[src/hdl/utx_pkg.sv]
`timescale 1ns / 1ps

package utx_pkg;

  // Ring depth; the ring holds at most FIFO_DEPTH - 1 bytes.
  localparam int FIFO_DEPTH = 256;
  localparam int IDX_W      = $clog2(FIFO_DEPTH);

  localparam int DATA_W  = 8;
  localparam int FRAME_W = DATA_W + 2;

  // Item kinds.
  localparam logic REQ_TICK  = 1'b0;
  localparam logic REQ_WRITE = 1'b1;

  // Shifter value right after a load: stop bit set, start bit clear.
  // The data bits are merged in from the memory in the following cycle.
  localparam logic [FRAME_W-1:0] FRAME_LOAD = {1'b1, {(FRAME_W - 1){1'b0}}};

  typedef logic [IDX_W-1:0] idx_t;

  typedef struct packed {
    logic tx_line;
    logic write_accepted;
    logic tx_idle;
  } result_t;

  // Next slot of the ring, wrapping at the depth.
  function automatic idx_t ring_next(input idx_t idx);
    idx_t res;
    if (idx == idx_t'(FIFO_DEPTH - 1)) begin
      res = '0;
    end else begin
      res = idx + idx_t'(1);
    end
    return res;
  endfunction

endpackage

[src/hdl/utx_if.sv]
`timescale 1ns / 1ps

// Input channel: one item is a tick or a byte write.
interface utx_req_if;
  logic                        valid;
  logic                        ready;
  logic                        req_type;
  logic [utx_pkg::DATA_W-1:0]  data_byte;

  modport source (output valid, output req_type, output data_byte, input ready);
  modport sink   (input valid, input req_type, input data_byte, output ready);
endinterface

// Output channel: one result item per input item.
interface utx_rsp_if;
  logic valid;
  logic ready;
  logic tx_line;
  logic write_accepted;
  logic tx_idle;

  modport source (output valid, output tx_line, output write_accepted, output tx_idle,
                  input ready);
  modport sink   (input valid, input tx_line, input write_accepted, input tx_idle,
                  output ready);
endinterface

[src/hdl/utx_ram.sv]
`timescale 1ns / 1ps

// Simple dual-port RAM with one write port and a registered read port.
module utx_ram #(
  parameter int WIDTH = 8,
  parameter int DEPTH = 256
) (
  input  logic                     clk,
  input  logic                     we,
  input  logic [$clog2(DEPTH)-1:0] waddr,
  input  logic [WIDTH-1:0]         wdata,
  input  logic                     re,
  input  logic [$clog2(DEPTH)-1:0] raddr,
  output logic [WIDTH-1:0]         rdata
);

  logic [WIDTH-1:0] mem [DEPTH];

  always_ff @(posedge clk) begin
    if (we) begin
      mem[waddr] <= wdata;
    end
    if (re) begin
      rdata <= mem[raddr];
    end
  end

endmodule

[src/hdl/utx_core.sv]
`timescale 1ns / 1ps

// Ring indices, frame shifter and line level around the byte memory.
module utx_core (
  input  logic                        clk,
  input  logic                        rst,
  input  logic                        cfg_write,
  input  logic                        cfg_data,
  input  logic                        step,
  input  logic                        req_type,
  input  logic [utx_pkg::DATA_W-1:0]  data_byte,
  output utx_pkg::result_t            result
);

  logic                          tx_enable;
  utx_pkg::idx_t                 wr_idx;
  utx_pkg::idx_t                 wr_idx_next;
  utx_pkg::idx_t                 rd_idx;
  utx_pkg::idx_t                 rd_idx_next;
  logic [utx_pkg::FRAME_W-1:0]   shifter;
  logic [utx_pkg::FRAME_W-1:0]   shifter_next;
  logic [utx_pkg::FRAME_W-1:0]   shifter_eff;
  logic                          pending;
  logic                          pending_next;
  logic                          line;
  logic                          line_next;
  logic                          accepted;
  utx_pkg::idx_t                 wr_slot;
  utx_pkg::idx_t                 rd_slot;
  logic                          ram_we;
  logic                          ram_re;
  logic [utx_pkg::DATA_W-1:0]    ram_rdata;

  assign wr_slot = utx_pkg::ring_next(wr_idx);
  assign rd_slot = utx_pkg::ring_next(rd_idx);

  utx_ram #(
    .WIDTH (utx_pkg::DATA_W),
    .DEPTH (utx_pkg::FIFO_DEPTH)
  ) u_ram (
    .clk   (clk),
    .we    (ram_we),
    .waddr (wr_slot),
    .wdata (data_byte),
    .re    (ram_re),
    .raddr (rd_slot),
    .rdata (ram_rdata)
  );

  // A frame loaded in the last cycle gets its data bits from the memory now.
  assign shifter_eff = pending ? {1'b1, ram_rdata, 1'b0} : shifter;

  // Next state for the item taken this cycle.
  always_comb begin
    wr_idx_next  = wr_idx;
    rd_idx_next  = rd_idx;
    shifter_next = shifter_eff;
    pending_next = 1'b0;
    line_next    = line;
    accepted     = 1'b0;
    ram_we       = 1'b0;
    ram_re       = 1'b0;
    if (step) begin
      if (req_type == utx_pkg::REQ_WRITE) begin
        if (wr_slot != rd_idx) begin
          ram_we      = 1'b1;
          accepted    = 1'b1;
          wr_idx_next = wr_slot;
        end
      end else if (tx_enable) begin
        if (shifter_eff != '0) begin
          line_next    = shifter_eff[0];
          shifter_next = shifter_eff >> 1;
        end else if (rd_idx != wr_idx) begin
          ram_re       = 1'b1;
          rd_idx_next  = rd_slot;
          shifter_next = utx_pkg::FRAME_LOAD;
          pending_next = 1'b1;
        end
      end
    end
  end

  assign result.tx_line        = line_next;
  assign result.write_accepted = accepted;
  assign result.tx_idle        = (rd_idx_next == wr_idx_next) && (shifter_next == '0);

  // State registers.
  always_ff @(posedge clk) begin
    if (rst) begin
      tx_enable <= 1'b0;
      wr_idx    <= '0;
      rd_idx    <= '0;
      shifter   <= '0;
      pending   <= 1'b0;
      line      <= 1'b1;
    end else begin
      if (cfg_write) begin
        tx_enable <= cfg_data;
      end
      wr_idx  <= wr_idx_next;
      rd_idx  <= rd_idx_next;
      shifter <= shifter_next;
      pending <= pending_next;
      line    <= line_next;
    end
  end

  // The memory read for a load is consumed in the very next cycle.
  a_pending_one_cycle: assert property (@(posedge clk) disable iff (rst)
    pending |=> !pending)
    else $error("load pending for more than one cycle");

  // While a load waits on the memory, the shifter holds only the framing bits.
  a_pending_shifter: assert property (@(posedge clk) disable iff (rst)
    pending |-> (shifter == utx_pkg::FRAME_LOAD))
    else $error("shifter changed while load pending");

  // A load only happens with the shifter empty and a byte queued.
  a_load_source: assert property (@(posedge clk) disable iff (rst)
    pending_next |-> (shifter_eff == '0) && (rd_idx != wr_idx))
    else $error("load without queued byte or with busy shifter");

  // An accepted write advances the write index by one slot.
  a_write_advance: assert property (@(posedge clk) disable iff (rst)
    accepted |=> (wr_idx == $past(wr_slot)))
    else $error("accepted write did not advance write index");

endmodule

[src/hdl/uart_tx_with_fifo_unit.sv]
`timescale 1ns / 1ps

// Serial 8N1 transmitter fed from a byte ring.
// Channel req carries items: req_type 0 is one bit-time tick, req_type 1 writes
// data_byte into the ring. Channel rsp returns exactly one result item per
// request item: the line level after the item, whether a write stored its byte
// (the ring refuses writes once it holds FIFO_DEPTH - 1 bytes), and whether the
// ring and the shifter are both empty.
// cfg_write with cfg_data sets tx_enable; while it is 0 ticks change nothing.
// The result of an item accepted at one edge is registered, valid after it.
// Throughput is one item per cycle unless rsp stalls; a tick that starts a
// frame reads the byte memory, merging the data bits next cycle without stall.
// A single output register holds the result; req.ready stays high while that
// register is empty or being taken, so a stalled receiver stalls the input
// after one buffered result and nothing is lost.
// Reset (rst, synchronous) empties the ring, clears the shifter, drives the
// line high and disables ticks. The ring memory itself is not cleared.
module uart_tx_with_fifo_unit (
  input  logic      clk,
  input  logic      rst,
  input  logic      cfg_write,
  input  logic      cfg_data,
  utx_req_if.sink   req,
  utx_rsp_if.source rsp
);

  logic             step;
  logic             out_valid;
  utx_pkg::result_t core_result;
  utx_pkg::result_t out_result;

  assign req.ready = !out_valid || rsp.ready;
  assign step      = req.valid && req.ready;

  utx_core u_core (
    .clk       (clk),
    .rst       (rst),
    .cfg_write (cfg_write),
    .cfg_data  (cfg_data),
    .step      (step),
    .req_type  (req.req_type),
    .data_byte (req.data_byte),
    .result    (core_result)
  );

  // Output register for the result item.
  always_ff @(posedge clk) begin
    if (rst) begin
      out_valid <= 1'b0;
    end else if (step) begin
      out_valid <= 1'b1;
    end else if (rsp.ready) begin
      out_valid <= 1'b0;
    end
  end

  always_ff @(posedge clk) begin
    if (step) begin
      out_result <= core_result;
    end
  end

  assign rsp.valid          = out_valid;
  assign rsp.tx_line        = out_result.tx_line;
  assign rsp.write_accepted = out_result.write_accepted;
  assign rsp.tx_idle        = out_result.tx_idle;

endmodule

[src/flat_wrapper.sv]
// flat-port wrapper written by rule: the top's interface ports become plain ports
module uart_tx_with_fifo_unit_flat 
  (clk, rst, cfg_write, cfg_data, req_valid, req_req_type, req_data_byte, req_ready, rsp_valid, rsp_tx_line, rsp_write_accepted, rsp_tx_idle, rsp_ready);
  utx_req_if req_i ();
  utx_rsp_if rsp_i ();
  input  logic clk;
  input  logic rst;
  input  logic cfg_write;
  input  logic cfg_data;
  input wire logic [$bits(req_i.valid)-1:0] req_valid;
  input wire logic [$bits(req_i.req_type)-1:0] req_req_type;
  input wire logic [$bits(req_i.data_byte)-1:0] req_data_byte;
  output wire logic [$bits(req_i.ready)-1:0] req_ready;
  output wire logic [$bits(rsp_i.valid)-1:0] rsp_valid;
  output wire logic [$bits(rsp_i.tx_line)-1:0] rsp_tx_line;
  output wire logic [$bits(rsp_i.write_accepted)-1:0] rsp_write_accepted;
  output wire logic [$bits(rsp_i.tx_idle)-1:0] rsp_tx_idle;
  input wire logic [$bits(rsp_i.ready)-1:0] rsp_ready;
  assign req_i.valid = req_valid;
  assign req_i.req_type = req_req_type;
  assign req_i.data_byte = req_data_byte;
  assign req_ready = req_i.ready;
  assign rsp_valid = rsp_i.valid;
  assign rsp_tx_line = rsp_i.tx_line;
  assign rsp_write_accepted = rsp_i.write_accepted;
  assign rsp_tx_idle = rsp_i.tx_idle;
  assign rsp_i.ready = rsp_ready;
  uart_tx_with_fifo_unit u_core (.clk(clk), .rst(rst), .cfg_write(cfg_write), .cfg_data(cfg_data), .req(req_i), .rsp(rsp_i));
endmodule
[config.mk]
export PLATFORM = sky130hd
export DESIGN_NAME = uart_tx_with_fifo_unit_flat
export DESIGN_NICKNAME = d
export VERILOG_FILES = /design/src/hdl/utx_pkg.sv /design/src/hdl/utx_if.sv /design/src/hdl/utx_ram.sv /design/src/hdl/utx_core.sv /design/src/hdl/uart_tx_with_fifo_unit.sv /design/src/flat_wrapper.sv
export SDC_FILE = /design/constraint.sdc
export NUM_CORES = 2
export LEC_CHECK = 0
export ABC_AREA = 1
export BUFFER_PORTS_ARGS = -buffer_cell sky130_fd_sc_hd__buf_2
export CELL_PAD_IN_SITES_DETAIL_PLACEMENT = 1
export CELL_PAD_IN_SITES_GLOBAL_PLACEMENT = 2
export CORE_UTILIZATION = 37
export DETAILED_ROUTE_END_ITERATION = 10
export GPL_TIMING_DRIVEN = 0
export PLACE_DENSITY_LB_ADDON = 0.1
export SETUP_SLACK_MARGIN = 0.3
export SLEW_MARGIN = 5
export SYNTH_ARGS = -nofsm -noshare
export SYNTH_HDL_FRONTEND = slang
export SYNTH_SLANG_ARGS = --single-unit
[constraint.sdc]
create_clock -name clk -period 8.4 [get_ports clk]
set_input_delay 0.42 -clock clk [delete_from_list [all_inputs] [get_ports clk]]
set_output_delay 0.42 -clock clk [all_outputs]
set_load 0.01 [all_outputs]
==> metrics <==
synth unique cells=38; family with the most delay on the worst path=buffers and inverters; Yosys warning count=0; Hold Path Depth=1; endpoints failing setup=0; post-synth top area share=0.714; skew final=35.4 ps; Top Ports=20; DRT iter0 DRCs=6489; detailed placer's ending HPWL=255 mm; average footprint of a synthesized cell=11.8 sq um; Mapped Nets=7385; Levels on crit path=13; share of cells above drive strength 1=0.0671; DRT Pass-1 Iters=5; Via-to-Cell Ratio=5.64; gpl congestion=0.908; crit path max fanout=10; number of max-cap violations=2; drt total wl=363 mm; Tightest Hold Check Type=primary input to flip-flop; Worst-path clk slew=60 ps; TNS Setup=0 ps; root buf cell=clkbuf_16; vias in the first global route=61.0k; Critical Path, Cell by Cell=ha_1, clkinv_1, buf_2, clkbuf_1, clkbuf_1, o211ai_1, nand3_1, nand3_1, nand3_1, nand3_1, nand3_1, nand3_1, nand2_1; Setup CP Type=flip-flop to flip-flop; leading area contributor after synthesis=edfxtp_1; row cnt=177; Slew @ Worst Pin=1500 ps; Seq cells post-synth=2089; failing checks=capacitance limit; Util after Layout=0.423; die width=486 microns; worst-skew pair later-pin latency=890 ps; Final Slew Violations=0; largest net degree at the start of global routing=113; CP startpoint kind=flip-flop; status=finished with violations; slowest stage delay, CP=1080 ps; Nets=7669; P_leak=34.6 nW; maximum clock rate=172 MHz; Cell Area, Synth=86600 sq um; global-route usage over all layers=0.304; total die area=236000 sq um; R2R depth=13; Vias=61.5k; fillers=24.6k; Max-slew headroom=0.00279; TritonCTS buffer count=230; slowest CP cell=clkbuf_1; IO buf count=18; CTS tree=yes; Sink Count=2089; critical path arrival=6520 ps; Fin. Hold Viols=0; most used cell, CP=nand3_1; grt total ovfl=0; Layout area overhead=13.7%; die height=486 microns; total power draw=22.0 mW; Placed Cells=10.4k; Buf+Inv Stages, Crit Path=4; multi-input combinational cell area=19300 sq um; Final Cycle Share=0.693; post-synthesis sequential area ratio=0.721; PD cells=223 nW/um^2; Worst setup EP type=flip-flop; Final min period=5820 ps; H-tree levels=4; first-pass GRT wire length=496 mm; synth top area cells=edfxtp_1 (71%), o21ai_0 (5.2%), nand3_1 (4.9%); clock buffer depth=3; post-route insts no fill=10.9k; antenna violations before repair=34; Residual DRC=0; Resize count post-CTS=0; Final ANT Viol Nets=0; Synth Instances=7364; wire per inst=33.3 microns; register area=62400 sq um; Peak VDD IR=203 uV; Core Region=233000 sq um; Worst Path Required=9100 ps; RSZ-0062 raised after global routing=false; Initial Utilization=0.372
[state kept, by name, summed over array words and instances (netlist names)]
name,cells
u_core.u_core.rd_idx,8
u_core.rsp.tx_line,1
u_core.u_core.wr_idx,8
u_core.u_core.tx_enable,1
u_core.u_core.u_ram.rdata,8
u_core.rsp.tx_idle,1
u_core.u_core.u_ram.mem,2048
u_core.rsp.write_accepted,1
u_core.u_core.pending,1
u_core.u_core.shifter,10
u_core.u_core.line,1
u_core.rsp.valid,1
[per-stage QoR]
stage / hold WS (ps) / worst slack, ps / area, sq um
after CTS: 12.8 / 2700 / 98300
final: 29.8 / 2580 / 98400
after floorplan: 499 / 5730 / 86600
after global placement: 499 / 2320 / 90500
after global routing: 28.5 / 2730 / 98300
after detailed placement: 513 / 2760 / 91100
[layout by cell type, fill, tap and decap left out, types with 10 or more instances in the layout]
master / instances
o21ai_0: 901
nor2_2: 10
dfxtp_1: 30
dlygate4sd3_1: 13
bufinv_16: 14
clkbuf_16: 233
edfxtp_1: 2059
buf_8: 10
nand4_1: 14
o211ai_1: 305
buf_4: 16
diode_2: 22
clkinv_1: 62
clkbuf_1: 378
buf_2: 134
buf_16: 16
clkinv_2: 42
nand2_1: 1037
buf_1: 19
nand3_1: 856
inv_1: 727
clkbuf_2: 11
a21oi_1: 398
nor2_1: 495
[routing by layer]
metal / wire [microns] / global-route usage / vias to the layer above
met5: 46 / 0 / -
li1: - / - / 26700
met1: 152000 / 0.402 / 31900
met3: 22300 / 0.0465 / 578
met4: 16600 / 0.134 / 6
met2: 172000 / 0.495 / 2245
[report_power, final]
| group | switching [mW] | leakage (nW) | internal (mW) |
|---|---|---|---|
| sequential | 0.00499 | 18.7 | 11.5 |
| clock | 4.32 | 3.48 | 5.50 |
| combinational | 0.556 | 12.4 | 0.127 |
| total | 4.88 | 34.6 | 17.1 |
[cell type report]
| cell class | count | share of cell area |
|---|---|---|
| flip-flops and latches | 2089 | 0.635 |
| multi-input cells | 4051 | 0.196 |
| clock buffers | 293 | 0.0617 |
| well taps | 3043 | 0.0387 |
| inverters | 731 | 0.0279 |
| plain buffers | 493 | 0.0214 |
| clock inverters | 130 | 0.0106 |
| repair buffers | 52 | 0.00827 |
| diodes | 22 | 0.000560 |
[repair_timing]
action	in CTS	in global routing
hold buffers	13	0
endpoints found under the setup margin	0	0
buffers inserted	0	0
hold endpoints to repair	103	0
[cell usage after synthesis]
library cell,instances
nor2_4,2
and3_1,1
xor2_1,3
nor2_2,6
buf_2,123
buf_1,20
or2_2,1
nand3b_2,1
clkbuf_1,330
nand4_1,14
dfxtp_1,30
o21ai_1,2
nand3_1,856
a21oi_1,398
clkinv_1,3
edfxtp_1,2059
buf_6,4
nand3b_1,2
ha_1,6
o211ai_1,305
o21ai_0,901
inv_1,727
xnor2_1,1
nand2_4,1
buf_4,16
nand2_2,3
a21oi_2,1
mux2i_1,1
nor3_2,1
inv_2,1
or2_1,1
nand3_4,1
o21ai_2,1
nand3_2,3
nor2_1,499
nand2_1,1037
nor3_1,2
or2_0,1
[worst paths after layout]
kind,start,end,slack [ps]
worst max-delay path,u_core.u_core.rd_idx[1]$_SDFF_PP0_,u_core.u_core.u_ram.rdata[0]$_DFFE_PP_,2580
worst min-delay path,req_data_byte[2],u_core.u_core.u_ram.mem[188][2]$_DFFE_PP_,30
worst max register to register,u_core.u_core.rd_idx[1]$_SDFF_PP0_,u_core.u_core.u_ram.rdata[0]$_DFFE_PP_,2580
worst min register to register,u_core.u_core.wr_idx[7]$_SDFF_PP0_,u_core.u_core.wr_idx[7]$_SDFF_PP0_,560
[kinds of logic (layout without fill, tap and decap cells)]
logic type	count (synthesis)	count (layout)	share of synthesized area
AOI/OAI and AO/OA	1608	1608	0.102
buffers and inverters	1224	1699	0.0559
xor gates and xnor gates	4	4	0.000405
adders and majority gates	6	6	0.000867
DFF	2089	2089	0.721
and+or+nand+nor	2432	2432	0.120
muxes	1	1	0.000116
other	0	22	0
No activity file was read; power rests on OpenSTA's default activity.
